$ cat config.mk
export PLATFORM = sky130hd
export DESIGN_NAME = channel_delay_equalizer_core
export DESIGN_NICKNAME = d
export VERILOG_FILES = /design/src/rtl/cde_pkg.sv /design/src/rtl/cde_ram.sv /design/src/rtl/cde_datapath.sv /design/src/rtl/cde_ctrl.sv /design/src/rtl/channel_delay_equalizer_core.sv
export SDC_FILE = /design/constraint.sdc
export NUM_CORES = 1
export LEC_CHECK = 0
export BUFFER_PORTS_ARGS = -buffer_cell sky130_fd_sc_hd__buf_2
export CORE_MARGIN = 8
export CORE_UTILIZATION = 63
export CTS_CLUSTER_SIZE = 8
export DETAILED_ROUTE_END_ITERATION = 10
export PLACE_DENSITY = 0.86
export SLEW_MARGIN = 20
export SYNTH_ARGS = -nofsm -noshare
export SYNTH_HDL_FRONTEND = slang
export SYNTH_SLANG_ARGS = --single-unit
$ cat constraint.sdc
create_clock -name clk -period 5.3 [get_ports clk]
set_input_delay 0.53 -clock clk [delete_from_list [all_inputs] [get_ports clk]]
set_output_delay 0.53 -clock clk [all_outputs]
set_load 0.05 [all_outputs]
$ cat src/rtl/cde_pkg.sv
// Shared constants, types and controller state codes for the channel delay equalizer.
`default_nettype none
package cde_pkg;

  localparam int unsigned MAX_CHANNELS_DEF = 32;
  localparam int unsigned DELAY_W          = 14;
  localparam int unsigned SETTING_W        = 15;

  localparam logic [DELAY_W-1:0] DELAY_ALL_ONES = 14'h3fff;

  typedef enum logic [2:0] {
    ST_LOAD,
    ST_SCAN,
    ST_DRAIN,
    ST_EMIT_RD,
    ST_EMIT_LD,
    ST_EMIT_WAIT
  } cde_state_t;

  // controller -> datapath
  typedef struct packed {
    logic load;     // item accepted this cycle
    logic scan_rd;  // issue read for the max scan
    logic ptr_clr;  // rewind the read pointer
    logic emit_rd;  // issue read for an output item
    logic out_load; // load the output register
    logic set_clr;  // set done: clear count and minimum
  } cde_cmd_t;

  // datapath -> controller
  typedef struct packed {
    logic rd_last;  // read pointer is at the last stored channel
    logic out_last; // held output item is the last of the set
    logic out_acc;  // output item taken this cycle
  } cde_sts_t;

endpackage
`default_nettype wire

$ cat src/rtl/cde_ram.sv
// Generic single-write, single-read RAM with registered read data.
`default_nettype none
module cde_ram #(
  parameter int unsigned WIDTH = 14,
  parameter int unsigned DEPTH = 32
) (
  input  wire logic                                    clk,
  input  wire logic                                    we,
  input  wire logic [((DEPTH > 1) ? $clog2(DEPTH) : 1)-1:0] waddr,
  input  wire logic [WIDTH-1:0]                        wdata,
  input  wire logic [((DEPTH > 1) ? $clog2(DEPTH) : 1)-1:0] raddr,
  output logic      [WIDTH-1:0]                        rdata
);

  logic [WIDTH-1:0] mem [DEPTH];

  always_ff @(posedge clk) begin
    if (we) begin
      mem[waddr] <= wdata;
    end
    rdata <= mem[raddr];
  end

endmodule
`default_nettype wire

$ cat src/rtl/cde_datapath.sv
// Datapath: delay store, channel count, running min/max, output register.
`default_nettype none
module cde_datapath #(
  parameter int unsigned MAX_CHANNELS = cde_pkg::MAX_CHANNELS_DEF
) (
  input  wire logic                               clk,
  input  wire logic                               rst_n,
  input  wire cde_pkg::cde_cmd_t                  cmd,
  output cde_pkg::cde_sts_t                       sts,
  input  wire logic [cde_pkg::DELAY_W-1:0]        in_measured_delay,
  input  wire logic                               out_stall,
  output logic                                    out_valid,
  output logic signed [cde_pkg::SETTING_W-1:0]    out_setting,
  output logic                                    out_last_setting
);

  localparam int unsigned AW = (MAX_CHANNELS > 1) ? $clog2(MAX_CHANNELS) : 1;
  localparam int unsigned CW = $clog2(MAX_CHANNELS + 1);
  localparam int unsigned DW = cde_pkg::DELAY_W;
  localparam int unsigned SW = cde_pkg::SETTING_W;

  logic [CW-1:0]        count_r, count_nxt;
  logic [DW-1:0]        min_r, min_nxt;
  logic signed [SW-1:0] max_r, max_nxt;
  logic [AW-1:0]        rd_ptr_r, rd_ptr_nxt;
  logic                 cmp_vld_r, cmp_first_r, emit_last_r;
  logic                 out_vld_r, out_vld_nxt;
  logic signed [SW-1:0] out_setting_r;
  logic                 out_last_r;

  logic                 not_full;
  logic                 wr_en;
  logic [DW-1:0]        wr_val;
  logic [DW-1:0]        rd_data;
  logic [DW-1:0]        diff14;
  logic signed [SW-1:0] diff;

  assign not_full = (count_r != CW'(MAX_CHANNELS));
  assign wr_en    = cmd.load && not_full;
  // channel slip, modulo 2^14
  assign wr_val   = in_measured_delay - DW'(count_r);

  cde_ram #(
    .WIDTH(DW),
    .DEPTH(MAX_CHANNELS)
  ) u_store (
    .clk  (clk),
    .we   (wr_en),
    .waddr(count_r[AW-1:0]),
    .wdata(wr_val),
    .raddr(rd_ptr_r),
    .rdata(rd_data)
  );

  // stored - min, read as 14-bit two's complement
  assign diff14 = rd_data - min_r;
  assign diff   = $signed({diff14[DW-1], diff14});

  always_comb begin
    count_nxt  = count_r;
    min_nxt    = min_r;
    max_nxt    = max_r;
    rd_ptr_nxt = rd_ptr_r;
    if (wr_en) begin
      count_nxt = count_r + CW'(1);
      if (wr_val < min_r) begin
        min_nxt = wr_val;
      end
    end
    if (cmp_vld_r && (cmp_first_r || (diff > max_r))) begin
      max_nxt = diff;
    end
    if (cmd.scan_rd || cmd.emit_rd) begin
      rd_ptr_nxt = rd_ptr_r + AW'(1);
    end
    if (cmd.ptr_clr || cmd.set_clr) begin
      rd_ptr_nxt = '0;
    end
    if (cmd.set_clr) begin
      count_nxt = '0;
      min_nxt   = cde_pkg::DELAY_ALL_ONES;
    end
  end

  always_comb begin
    out_vld_nxt = out_vld_r;
    if (sts.out_acc) begin
      out_vld_nxt = 1'b0;
    end
    if (cmd.out_load) begin
      out_vld_nxt = 1'b1;
    end
  end

  always_ff @(posedge clk) begin
    if (!rst_n) begin
      count_r     <= '0;
      min_r       <= cde_pkg::DELAY_ALL_ONES;
      max_r       <= '0;
      rd_ptr_r    <= '0;
      cmp_vld_r   <= 1'b0;
      cmp_first_r <= 1'b0;
      out_vld_r   <= 1'b0;
    end else begin
      count_r     <= count_nxt;
      min_r       <= min_nxt;
      max_r       <= max_nxt;
      rd_ptr_r    <= rd_ptr_nxt;
      cmp_vld_r   <= cmd.scan_rd;
      cmp_first_r <= (rd_ptr_r == '0);
      out_vld_r   <= out_vld_nxt;
    end
  end

  always_ff @(posedge clk) begin
    if (cmd.emit_rd) begin
      emit_last_r <= sts.rd_last;
    end
    if (cmd.out_load) begin
      out_setting_r <= diff - max_r;
      out_last_r    <= emit_last_r;
    end
  end

  assign sts.rd_last  = (CW'(rd_ptr_r) == CW'(count_r - CW'(1)));
  assign sts.out_last = out_last_r;
  assign sts.out_acc  = out_vld_r && !out_stall;

  assign out_valid        = out_vld_r;
  assign out_setting      = out_setting_r;
  assign out_last_setting = out_last_r;

  a_no_overwrite: assert property (@(posedge clk) disable iff (!rst_n)
    cmd.out_load |-> !out_vld_r)
    else $error("output register loaded while an item is pending");

  a_count_bound: assert property (@(posedge clk) disable iff (!rst_n)
    count_r <= CW'(MAX_CHANNELS))
    else $error("channel count beyond store depth");

  a_clear: assert property (@(posedge clk) disable iff (!rst_n)
    cmd.set_clr |=> (count_r == '0) && (min_r == cde_pkg::DELAY_ALL_ONES))
    else $error("set clear did not restore count and minimum");

  a_nonpos: assert property (@(posedge clk) disable iff (!rst_n)
    out_vld_r |-> (out_setting_r <= 0))
    else $error("positive equalizer setting");

endmodule
`default_nettype wire

$ cat src/rtl/cde_ctrl.sv
// Controller state machine: load, max scan and output sequencing.
`default_nettype none
module cde_ctrl (
  input  wire logic              clk,
  input  wire logic              rst_n,
  input  wire logic              in_valid,
  input  wire logic              in_last_channel,
  output logic                   in_stall,
  output cde_pkg::cde_cmd_t      cmd,
  input  wire cde_pkg::cde_sts_t sts
);

  cde_pkg::cde_state_t state_r, state_nxt;

  always_comb begin
    state_nxt = state_r;
    case (state_r)
      cde_pkg::ST_LOAD: begin
        if (in_valid && in_last_channel) begin
          state_nxt = cde_pkg::ST_SCAN;
        end
      end
      cde_pkg::ST_SCAN: begin
        if (sts.rd_last) begin
          state_nxt = cde_pkg::ST_DRAIN;
        end
      end
      cde_pkg::ST_DRAIN:   state_nxt = cde_pkg::ST_EMIT_RD;
      cde_pkg::ST_EMIT_RD: state_nxt = cde_pkg::ST_EMIT_LD;
      cde_pkg::ST_EMIT_LD: state_nxt = cde_pkg::ST_EMIT_WAIT;
      cde_pkg::ST_EMIT_WAIT: begin
        if (sts.out_acc) begin
          state_nxt = sts.out_last ? cde_pkg::ST_LOAD : cde_pkg::ST_EMIT_RD;
        end
      end
      default: state_nxt = cde_pkg::ST_LOAD;
    endcase
  end

  always_comb begin
    cmd      = '0;
    in_stall = 1'b1;
    case (state_r)
      cde_pkg::ST_LOAD: begin
        in_stall = 1'b0;
        cmd.load = in_valid;
      end
      cde_pkg::ST_SCAN:    cmd.scan_rd  = 1'b1;
      cde_pkg::ST_DRAIN:   cmd.ptr_clr  = 1'b1;
      cde_pkg::ST_EMIT_RD: cmd.emit_rd  = 1'b1;
      cde_pkg::ST_EMIT_LD: cmd.out_load = 1'b1;
      cde_pkg::ST_EMIT_WAIT: begin
        cmd.set_clr = sts.out_acc && sts.out_last;
      end
      default: cmd = '0;
    endcase
  end

  always_ff @(posedge clk) begin
    if (!rst_n) begin
      state_r <= cde_pkg::ST_LOAD;
    end else begin
      state_r <= state_nxt;
    end
  end

endmodule
`default_nettype wire

$ cat src/rtl/channel_delay_equalizer_core.sv
// Top level of the channel delay equalizer: controller plus datapath.
//
//  channel | direction | ports                                   | handshake
//  --------+-----------+-----------------------------------------+----------------
//  in      | input     | in_measured_delay[13:0], in_last_channel | in_valid/in_stall
//  out     | output    | out_setting[14:0] (signed), out_last_setting | out_valid/out_stall
//
// Loading takes one item per cycle; in_stall is low only in the load state.
// After the last item, the max scan reads each of the n stored channels in turn
// (one store read port, registered read) and then drains; each result then passes
// the read, load and wait states, and waits for as long as out_stall is held.
// Items beyond MAX_CHANNELS are dropped; a dropped last item still ends the set.
// rst_n is synchronous, active low; the store itself is not cleared.
`default_nettype none
module channel_delay_equalizer_core #(
  parameter int unsigned MAX_CHANNELS = cde_pkg::MAX_CHANNELS_DEF
) (
  input  wire logic                            clk,
  input  wire logic                            rst_n,
  input  wire logic                            in_valid,
  output logic                                 in_stall,
  input  wire logic [cde_pkg::DELAY_W-1:0]     in_measured_delay,
  input  wire logic                            in_last_channel,
  output logic                                 out_valid,
  input  wire logic                            out_stall,
  output logic signed [cde_pkg::SETTING_W-1:0] out_setting,
  output logic                                 out_last_setting
);

  cde_pkg::cde_cmd_t cmd;
  cde_pkg::cde_sts_t sts;

  // sequencing: load, scan for max, emit one item at a time
  cde_ctrl u_ctrl (
    .clk            (clk),
    .rst_n          (rst_n),
    .in_valid       (in_valid),
    .in_last_channel(in_last_channel),
    .in_stall       (in_stall),
    .cmd            (cmd),
    .sts            (sts)
  );

  // store, min/max tracking and output register
  cde_datapath #(
    .MAX_CHANNELS(MAX_CHANNELS)
  ) u_dp (
    .clk              (clk),
    .rst_n            (rst_n),
    .cmd              (cmd),
    .sts              (sts),
    .in_measured_delay(in_measured_delay),
    .out_stall        (out_stall),
    .out_valid        (out_valid),
    .out_setting      (out_setting),
    .out_last_setting (out_last_setting)
  );

endmodule
`default_nettype wire

==> qor.yml, run 1 <==
cp_data_arrival_time_ns: 5.50
required_ns: 5.69
num_rows: 68
grt_pass1_wl_um: 84800
htreeDepth: 3
overflow: 0
nNetsFinal: 1399
cts.repair.resized: 0
clock_latency_ns: 0.58
yosysWarnings: 0
clock_path_buffers: 3
clk_pin_slew_ns: 0.05
syn_inst: 1229
p_leak_nw: 8.26
rr_worst_depth: 14
max_slew_margin_pct: 21.3
grt_start_max_net_pins: 79
vias: 12819
area_growth_pct: 13.7
synth_fp_nets: 1303
first_global_vias: 13002
cts_tree: "yes"
routabilityCongestion: 0.907
whs_ns: 0.260
worst_slew_pin_slew_ns: 1.18
holdPathEnd: "u_dp.out_valid$_SDFFE_PN0P_"
max_freq_mhz: 196
hold_class: "in2reg"
postCtsSetupBuffers: 0
drive_above_1_share_pct: 25.7
r2r_start: "u_dp.count_r[2]$_SDFFE_PP0P_"
cap_violations: 0
outcome: "complete, no violations"
powerDensity_mw_per_mm2: 458
multiInputGateArea_mm2: 0.00658
die_w_um: 203
ys_seq_elements: 524
cts_buffers: 75
drt_iter0_drc: 1790
synth_flop_cell: "edfxtp_1"
yosysSeqAreaShare_pct: 68.8
nFillCells: 1850
start_util_pct: 63.9
fin_skew_ns: 0.0298
antenna_left: 0
startpoint_type: "flip-flop"
synthArstFlopShare_pct: 0
synth_cell_type_count: 61
hp-start: "out_stall"
cts-root-buf: "clkbuf_16"
wirelength_um: 57200
reg2reg_slack_ns: 0.19
first_pass_iters: 6
viasPerCell: 7.07
netlist_area_mm2: 0.0220
crit_fanout: 13
die_h_um: 203
fin_crit_ns: 5.11
hold_depth: 3
pin_count: 37
io_buffer_count: 36
antenna_found_initial: 5
report.final.slew_viol_count: 0
rsz0062_at_grt: "false"
drc: 0
ctsHoldBuffers: 0
avgSynthCellArea_um2: 17.9
dp_hpwl_um: 30400
report.power.total_mw: 11.5
wl_per_cell_um: 31.5
core_area_mm2: 0.0345
rr_endpoint: "u_dp.min_r[4]$_SDFFE_PP1P_"
setup_viol: 0
regArea_mm2: 0.0152
end_kind: "flip-flop"
finalHoldViolCount: 0
clock_sinks: 524
fin_crit_sh_pct: 96.4
synth_edf_count: 465
critical_path_class: "reg2reg"
grt_use_total_pct: 28.1
die_area_mm2: 0.0412
peakVddDrop_mv: 0.311
setup_tns_ns: 0
==> cell usage after synthesis (2+ instances only) <==
cell      instances  area, um^2
o21bai_1          6        45.0
or3_1             5        31.3
nor2_1           87         327
dfxtp_1          59        1180
a211oi_1          4        30.0
a21o_1           13        97.6
buf_2            17        85.1
ha_1             52         651
mux2i_1          11         110
o211ai_1         11        82.6
nand3_1          26         130
edfxtp_1        465       14000
a21oi_1          32         160
mux4_2          138        3110
o21ai_0          10        50.1
o41ai_1           2        17.5
a221oi_1          2        17.5
nand3b_1          5        37.5
mux2_2           16         180
o31ai_1           3        22.5
nor3b_1           4        30.0
nor4_1            4        25.0
o21ai_1          14        70.1
xor2_1           15         131
inv_2             2        7.51
nand4_1           7        43.8
a211o_1           8        70.1
a21boi_1          2        15.0
buf_6             4        45.0
clkbuf_1         22        82.6
buf_1             8        30.0
or4_1             2        15.0
and2_1            4        25.0
nor2b_1           7        43.8
a31oi_1           2        12.5
and3_1            6        37.5
fa_1              3        60.1
nor3_1           16        80.1
inv_1            47         176
nand2b_1          2        12.5
nand2_1          26        97.6
a22oi_1           4        30.0
o21a_1           11        82.6
mux4_1            2        52.6
xnor2_1          27         236
==> critical path: stages, from the launching register on <==
cell and delay [ns]:
dfxtp_1 0.68, inv_1 0.17, ha_1 0.39, o21a_1 0.23
o31ai_1 0.07, a21oi_1 0.22, nor4_1 0.67, xor2_2 0.18
ha_1 0.33, a21o_1 0.20, a21o_1 0.18, a211oi_1 0.46
o41ai_1 0.24, nor2_1 0.71, o211ai_1 0.20
==> cell families (layout without fill, tap and decap cells) <==
logic type                 Yosys count  in the layout  synth area share, %
and+or+nand+nor                    205            205                 4.43
DFF                                524            524                 68.8
muxes                              168            168                 15.7
AOI/OAI and AO/OA                  133            133                 4.10
adders and majority gates           55             55                 3.23
xor gates and xnor gates            42             42                 1.67
buffers and inverters              102            229                 2.10
other                                0              2                    0
==> per-layer routing <==
metal  global-route usage (%)  up-vias  routed length [um]
li1                         -     5107                   -
met1                     35.2     6338               20100
met2                     43.9     1111               26800
met3                     7.89      261                6550
met4                     16.3        2                3750
met5                        0        -                  13
==> power by group <==
part	leakage (nW)	internal [mW]	switching, mW
combinational	2.58	0.940	1.32
sequential	4.67	4.78	0.0986
clock	1.01	2.63	1.70
total	8.26	8.35	3.13
==> sequential cells by signal, summed over array words and instances (netlist names), 3 cells and up <==
| name | flops |
|---|---|
| u_dp.count_r | 6 |
| u_dp.out_setting | 15 |
| u_dp.max_r | 14 |
| u_dp.u_store.mem | 448 |
| u_ctrl.state_r | 3 |
| u_dp.min_r | 14 |
| u_dp.rd_ptr_r | 5 |
| u_dp.u_store.rdata | 14 |
==> through the flow <==
step                      std cells  area (um^2)  utilization [%]  setup slack [ns]
after floorplan                1229        22000                -             0.844
after global placement         1703        22900             66.5              1.15
after detailed placement       1703        22900             66.5             0.948
after CTS                      1811        25000             72.6             0.446
after global routing           1811        25000             72.7            0.0483
final                          1813        25000             72.7             0.190
==> worst max-delay path by stage <==
stage,startpoint,to,slack [ns]
2_1_floorplan,in_measured_delay[5],u_dp.min_r[10]$_SDFFE_PP1P_,0.84
3_3_place_gp,in_measured_delay[0],u_dp.min_r[1]$_SDFFE_PP1P_,1.15
3_5_place_dp,in_measured_delay[5],u_dp.min_r[8]$_SDFFE_PP1P_,0.95
4_1_cts,u_dp.count_r[4]$_SDFFE_PP0P_,u_dp.min_r[4]$_SDFFE_PP1P_,0.45
5_1_grt,u_dp.count_r[4]$_SDFFE_PP0P_,u_dp.min_r[11]$_SDFFE_PP1P_,0.05
6_report,u_dp.count_r[2]$_SDFFE_PP0P_,u_dp.min_r[4]$_SDFFE_PP1P_,0.19
==> layout by cell type, fill, tap and decap left out, types with 13 or more instances in the layout <==
cell type,Yosys,layout
a21o_1,13,13
a21oi_1,32,31
buf_2,17,36
buf_4,0,35
clkbuf_1,22,26
clkbuf_16,0,77
dfxtp_1,59,56
edfxtp_1,465,465
ha_1,52,52
inv_1,47,46
mux2_2,16,16
mux4_2,138,138
nand2_1,26,26
nand3_1,26,26
nor2_1,87,67
nor2_2,0,14
nor3_1,16,16
o21ai_1,14,14
xnor2_1,27,22
==> area by class of cell <==
cell class | count | share of cell area (%)
multi-input combinational | 603 | 26.3
inverter | 49 | 0.734
clock buffer | 103 | 8.08
clock inverter | 5 | 0.275
timing repair buffer | 72 | 1.85
sequential | 524 | 60.5
antenna | 2 | 0.0200
tap | 455 | 2.27
Note: power is estimated with default switching activity, not from simulation.
==> run 2, diff against run 1 <==
--- a/config.mk
+++ b/config.mk
@@ -6,7 +6,6 @@
 export NUM_CORES = 1
 export LEC_CHECK = 0
 export BUFFER_PORTS_ARGS = -buffer_cell sky130_fd_sc_hd__buf_2
-export CORE_MARGIN = 8
 export CORE_UTILIZATION = 63
 export CTS_CLUSTER_SIZE = 8
 export DETAILED_ROUTE_END_ITERATION = 10
==> qor.yml, run 2 (synthesized netlist as in run 1, its figures left out) <==
outcome: "complete, no violations"
setup_viol: 0
fin_crit_ns: 4.93
holdPathEnd: "u_dp.out_valid$_SDFFE_PN0P_"
final_cells: 1809
max_freq_mhz: 203
critical_path_buf_inv_count: 2
r2r_start: "u_dp.count_r[0]$_SDFFE_PP0P_"
grt_pass1_wl_um: 85500
cp_common_cell: "a21o_1"
grt_use_total_pct: 34.0
die_h_um: 189
hold_class: "in2reg"
vias: 12892
num_antenna_cells: 0
viasPerCell: 7.13
first_pass_iters: 6
report.final.slew_viol_count: 0
num_rows: 68
pin_count: 37
cts-root-buf: "clkbuf_16"
antenna_found_initial: 1
antenna_left: 0
powerDensity_mw_per_mm2: 463
setup_tns_ns: 0
rsz0062_at_grt: "false"
reg2reg_slack_ns: 0.37
whs_ns: 0.246
nFillCells: 1827
postCtsSetupBuffers: 0
drt_iter0_drc: 1881
rr_worst_depth: 15
die_w_um: 189
cp_data_arrival_time_ns: 5.33
io_buffer_count: 36
drc: 0
postLayoutCoreUtil_pct: 72.7
ctsHoldBuffers: 0
hp-start: "out_stall"
crit_slowest_cell: "nor2_1"
overflow: 0
cts_tree: "yes"
required_ns: 5.70
die_area_mm2: 0.0357
crit_chain: "ha_1 -> inv_1 -> fa_1 -> a21o_1 -> a21boi_1 -> o21ai_1 -> xnor2_2 -> buf_4 -> ha_1 -> a21o_1 -> a21o_1 -> a211oi_1 -> o41ai_1 -> nor2_1 -> o211ai_1"
clock_sinks: 524
worst_slew_pin_slew_ns: 1.18
grt_start_max_net_pins: 52
end_kind: "flip-flop"
cap_violations: 0
drive_above_1_share_pct: 25.8
final_common_cell: "edfxtp_1"
top_register: "u_dp.u_store.mem"
largest_reg_flops: 448
crit_fanout: 34
core_area_mm2: 0.0345
clock_path_buffers: 3
wl_per_cell_um: 32.6
crit_family: "compound AO/OA/AOI/OAI gates"
cts_buffers: 75
cpPeakStageDelay_ns: 0.76
fin_crit_sh_pct: 93.0
peakVddDrop_mv: 0.411
htreeDepth: 3
report.power.total_mw: 11.6
wirelength_um: 58900
clk_pin_slew_ns: 0.06
dp_hpwl_um: 29600
critical_path_class: "reg2reg"
clock_latency_ns: 0.59
cts.repair.resized: 0
first_global_vias: 13013
hold_depth: 3
layout_common_cells: "465 x edfxtp_1, 138 x mux4_2, 76 x clkbuf_16"
start_util_pct: 63.9
rr_endpoint: "u_dp.min_r[8]$_SDFFE_PP1P_"
dp_cells: 1695
fin_skew_ns: 0.0284
area_growth_pct: 13.7
p_leak_nw: 8.23
max_slew_margin_pct: 21.0
routabilityCongestion: 0.891
startpoint_type: "flip-flop"
nNetsFinal: 1391
finalHoldViolCount: 0
==> run 2: worst register-to-register path: cells and delay by family (launching register included) <==
family,cells,cell delay (ns)
flops,1,0.58
xor+xnor,1,0.21
simple gates,1,0.76
fa+ha+maj,3,0.94
compound gates,8,1.93
buf+inv,2,0.32
==> run 2: per-layer routing <==
| metal | GRT usage, % | vias to the layer above | part of all wire, % |
|---|---|---|---|
| met3 | 8.12 | 260 | 12 |
| met1 | 43.7 | 6400 | 34 |
| met2 | 52.4 | 1158 | 47 |
| li1 | - | 5074 | - |
| met5 | 0 | - | 0 |
| met4 | 21.7 | 0 | 6.7 |
==> run 2: per-stage QoR <==
step / setup WS, ns / cell area [um^2]
2_1_floorplan: 0.844 / 22000
3_3_place_gp: 1.07 / 22900
3_5_place_dp: 0.850 / 22900
4_1_cts: 0.597 / 25000
5_1_grt: 0.216 / 25000
6_report: 0.368 / 25000
==> run 2: area by class of cell <==
| cell class | count | area, um^2 | share of cell area [%] |
|---|---|---|---|
| well taps | 455 | 569 | 2.27 |
| inverters | 49 | 184 | 0.734 |
| clock buffers | 108 | 2020 | 8.07 |
| flip-flops and latches | 524 | 15200 | 60.5 |
| repair buffers | 64 | 415 | 1.66 |
| multi-input cells | 603 | 6600 | 26.4 |
| clock inverters | 6 | 95.1 | 0.380 |
==> run 2: worst max-delay path by stage <==
stage	from	to	slack, ns	depth (start not counted)
detailed placement	in_measured_delay[0]	u_dp.min_r[6]$_SDFFE_PP1P_	0.85	17
floorplan	in_measured_delay[5]	u_dp.min_r[10]$_SDFFE_PP1P_	0.84	12
global placement	in_measured_delay[5]	u_dp.min_r[1]$_SDFFE_PP1P_	1.07	13
finish	u_dp.count_r[0]$_SDFFE_PP0P_	u_dp.min_r[8]$_SDFFE_PP1P_	0.37	15
CTS	u_dp.count_r[0]$_SDFFE_PP0P_	u_dp.min_r[8]$_SDFFE_PP1P_	0.60	15
global route	u_dp.count_r[0]$_SDFFE_PP0P_	u_dp.min_r[8]$_SDFFE_PP1P_	0.22	15
==> run 2: report_power, final <==
part	internal [mW]	leakage, nW	switching [mW]	total [mW]
sequential	4.78	4.67	0.122	4.90
combinational	0.944	2.54	1.33	2.27
clock	2.67	1.02	1.75	4.42
==> run 3, diff against run 2 <==
--- a/config.mk
+++ b/config.mk
@@ -6,11 +6,12 @@
 export NUM_CORES = 1
 export LEC_CHECK = 0
 export BUFFER_PORTS_ARGS = -buffer_cell sky130_fd_sc_hd__buf_2
-export CORE_UTILIZATION = 63
+export CORE_UTILIZATION = 45
 export CTS_CLUSTER_SIZE = 8
 export DETAILED_ROUTE_END_ITERATION = 10
-export PLACE_DENSITY = 0.86
+export PLACE_DENSITY = 0.66
 export SLEW_MARGIN = 20
 export SYNTH_ARGS = -nofsm -noshare
 export SYNTH_HDL_FRONTEND = slang
 export SYNTH_SLANG_ARGS = --single-unit
+export TNS_END_PERCENT = 20
==> qor.yml, run 3 (synthesized netlist as in run 1, its figures left out) <==
grt_start_max_net_pins: 62
end_kind: "flip-flop"
crit_chain: "inv_1 -> ha_1 -> o21a_1 -> o31ai_1 -> a21oi_1 -> nor3_1 -> xor2_2 -> buf_4 -> ha_1 -> a21o_1 -> a21o_1 -> a21oi_1 -> nor2_1 -> nor2_1 -> o211ai_1"
grt_use_total_pct: 20.3
drc: 0
max_slew_margin_pct: 38.6
max_freq_mhz: 232
wl_per_cell_um: 24.7
crit_family: "compound AO/OA/AOI/OAI gates"
p_leak_nw: 8.37
final_area_mm2: 0.0253
cp_data_arrival_time_ns: 4.73
dp_hpwl_um: 28700
rr_worst_depth: 15
postCtsSetupBuffers: 0
num_rows: 80
grt_pass1_wl_um: 73300
die_w_um: 223
cts-root-buf: "clkbuf_16"
dp_slack_ns: 0.946
fin_skew_ns: 0.0247
rr_endpoint: "u_dp.min_r[2]$_SDFFE_PP1P_"
final_common_cell: "edfxtp_1"
clock_sinks: 524
hold_depth: 3
top_register: "u_dp.u_store.mem"
clock_path_buffers: 3
first_pass_iters: 6
clock_latency_ns: 0.58
die_area_mm2: 0.0498
rsz0062_at_grt: "false"
r2r_start: "u_dp.count_r[2]$_SDFFE_PP0P_"
powerDensity_mw_per_mm2: 448
cts.repair.resized: 0
report.power.total_mw: 11.3
holdPathEnd: "u_dp.out_valid$_SDFFE_PN0P_"
crit_fanout: 34
final_cells: 1996
required_ns: 5.72
reg2reg_slack_ns: 0.98
startpoint_type: "flip-flop"
vias: 11618
wirelength_um: 49300
dp_cells: 1882
critical_path_class: "reg2reg"
report.final.slew_viol_count: 0
overflow: 0
peakVddDrop_mv: 0.233
final.setup.worst_slack_ns: 0.982
clk_pin_slew_ns: 0.05
ctsHoldBuffers: 0
antenna_found_initial: 0
drt_iter0_drc: 1012
start_util_pct: 45.8
nNetsFinal: 1418
cts_buffers: 75
fin_crit_ns: 4.32
core_area_mm2: 0.0480
viasPerCell: 5.82
hp-start: "out_stall"
first_global_vias: 11738
cts_tree: "yes"
critical_path_buf_inv_count: 2
setup_viol: 0
fin_crit_sh_pct: 81.5
crit_slowest_cell: "nor2_1"
cap_violations: 0
cpPeakStageDelay_ns: 0.64
routabilityCongestion: 0.851
postLayoutCoreUtil_pct: 52.7
layout_common_cells: "465 x edfxtp_1, 138 x mux4_2, 86 x nor2_1"
pin_count: 37
whs_ns: 0.249
drive_above_1_share_pct: 25.3
antenna_left: 0
placed_area_mm2: 0.0232
area_growth_pct: 14.9
hold_class: "in2reg"
die_h_um: 223
outcome: "complete, no violations"
num_antenna_cells: 0
finalHoldViolCount: 0
htreeDepth: 3
worst_slew_pin_slew_ns: 0.921
setup_tns_ns: 0
largest_reg_flops: 448
io_buffer_count: 36
-- run 3: cell type report --
cell class / count / area (um^2)
Fill cell: 3748 / 22700
Sequential cell: 524 / 15200
Multi-Input combinational cell: 603 / 6500
Clock buffer: 111 / 2050
Tap cell: 615 / 769
Timing Repair Buffer: 91 / 606
Inverter: 49 / 184
Clock inverter: 3 / 47.5
-- run 3: worst min-delay path, delay by kind of cell --
kind                   cells  cell delay [ns]
AND/OR/NAND/NOR            1             0.08
AO/OA/AOI/OAI              1             0.07
buffers and inverters      1             0.11
-- run 3: how the worst max path moves through the flow --
stage	from	end	slack, ns	cells after the start
2_1_floorplan	in_measured_delay[5]	u_dp.min_r[10]$_SDFFE_PP1P_	0.84	12
5_1_grt	u_dp.count_r[2]$_SDFFE_PP0P_	u_dp.min_r[1]$_SDFFE_PP1P_	0.55	15
4_1_cts	u_dp.count_r[2]$_SDFFE_PP0P_	u_dp.min_r[1]$_SDFFE_PP1P_	1.02	15
6_report	u_dp.count_r[2]$_SDFFE_PP0P_	u_dp.min_r[2]$_SDFFE_PP1P_	0.98	15
3_3_place_gp	in_measured_delay[5]	u_dp.min_r[5]$_SDFFE_PP1P_	1.04	13
3_5_place_dp	in_measured_delay[5]	u_dp.min_r[1]$_SDFFE_PP1P_	0.95	13
-- run 3: power breakdown --
part	total [mW]	internal (mW)	leakage, nW	switching, mW
clock network	4.29	2.68	1.01	1.61
logic	2.15	0.935	2.68	1.22
registers	4.89	4.78	4.67	0.110
-- run 3: per-layer routing --
metal	vias up	part of all wire (%)	GRT usage [%]
met3	86	8.1	4.36
li1	5138	-	-
met1	5897	42	28.0
met4	0	3.2	7.72
met2	497	47	31.7
met5	-	0	0
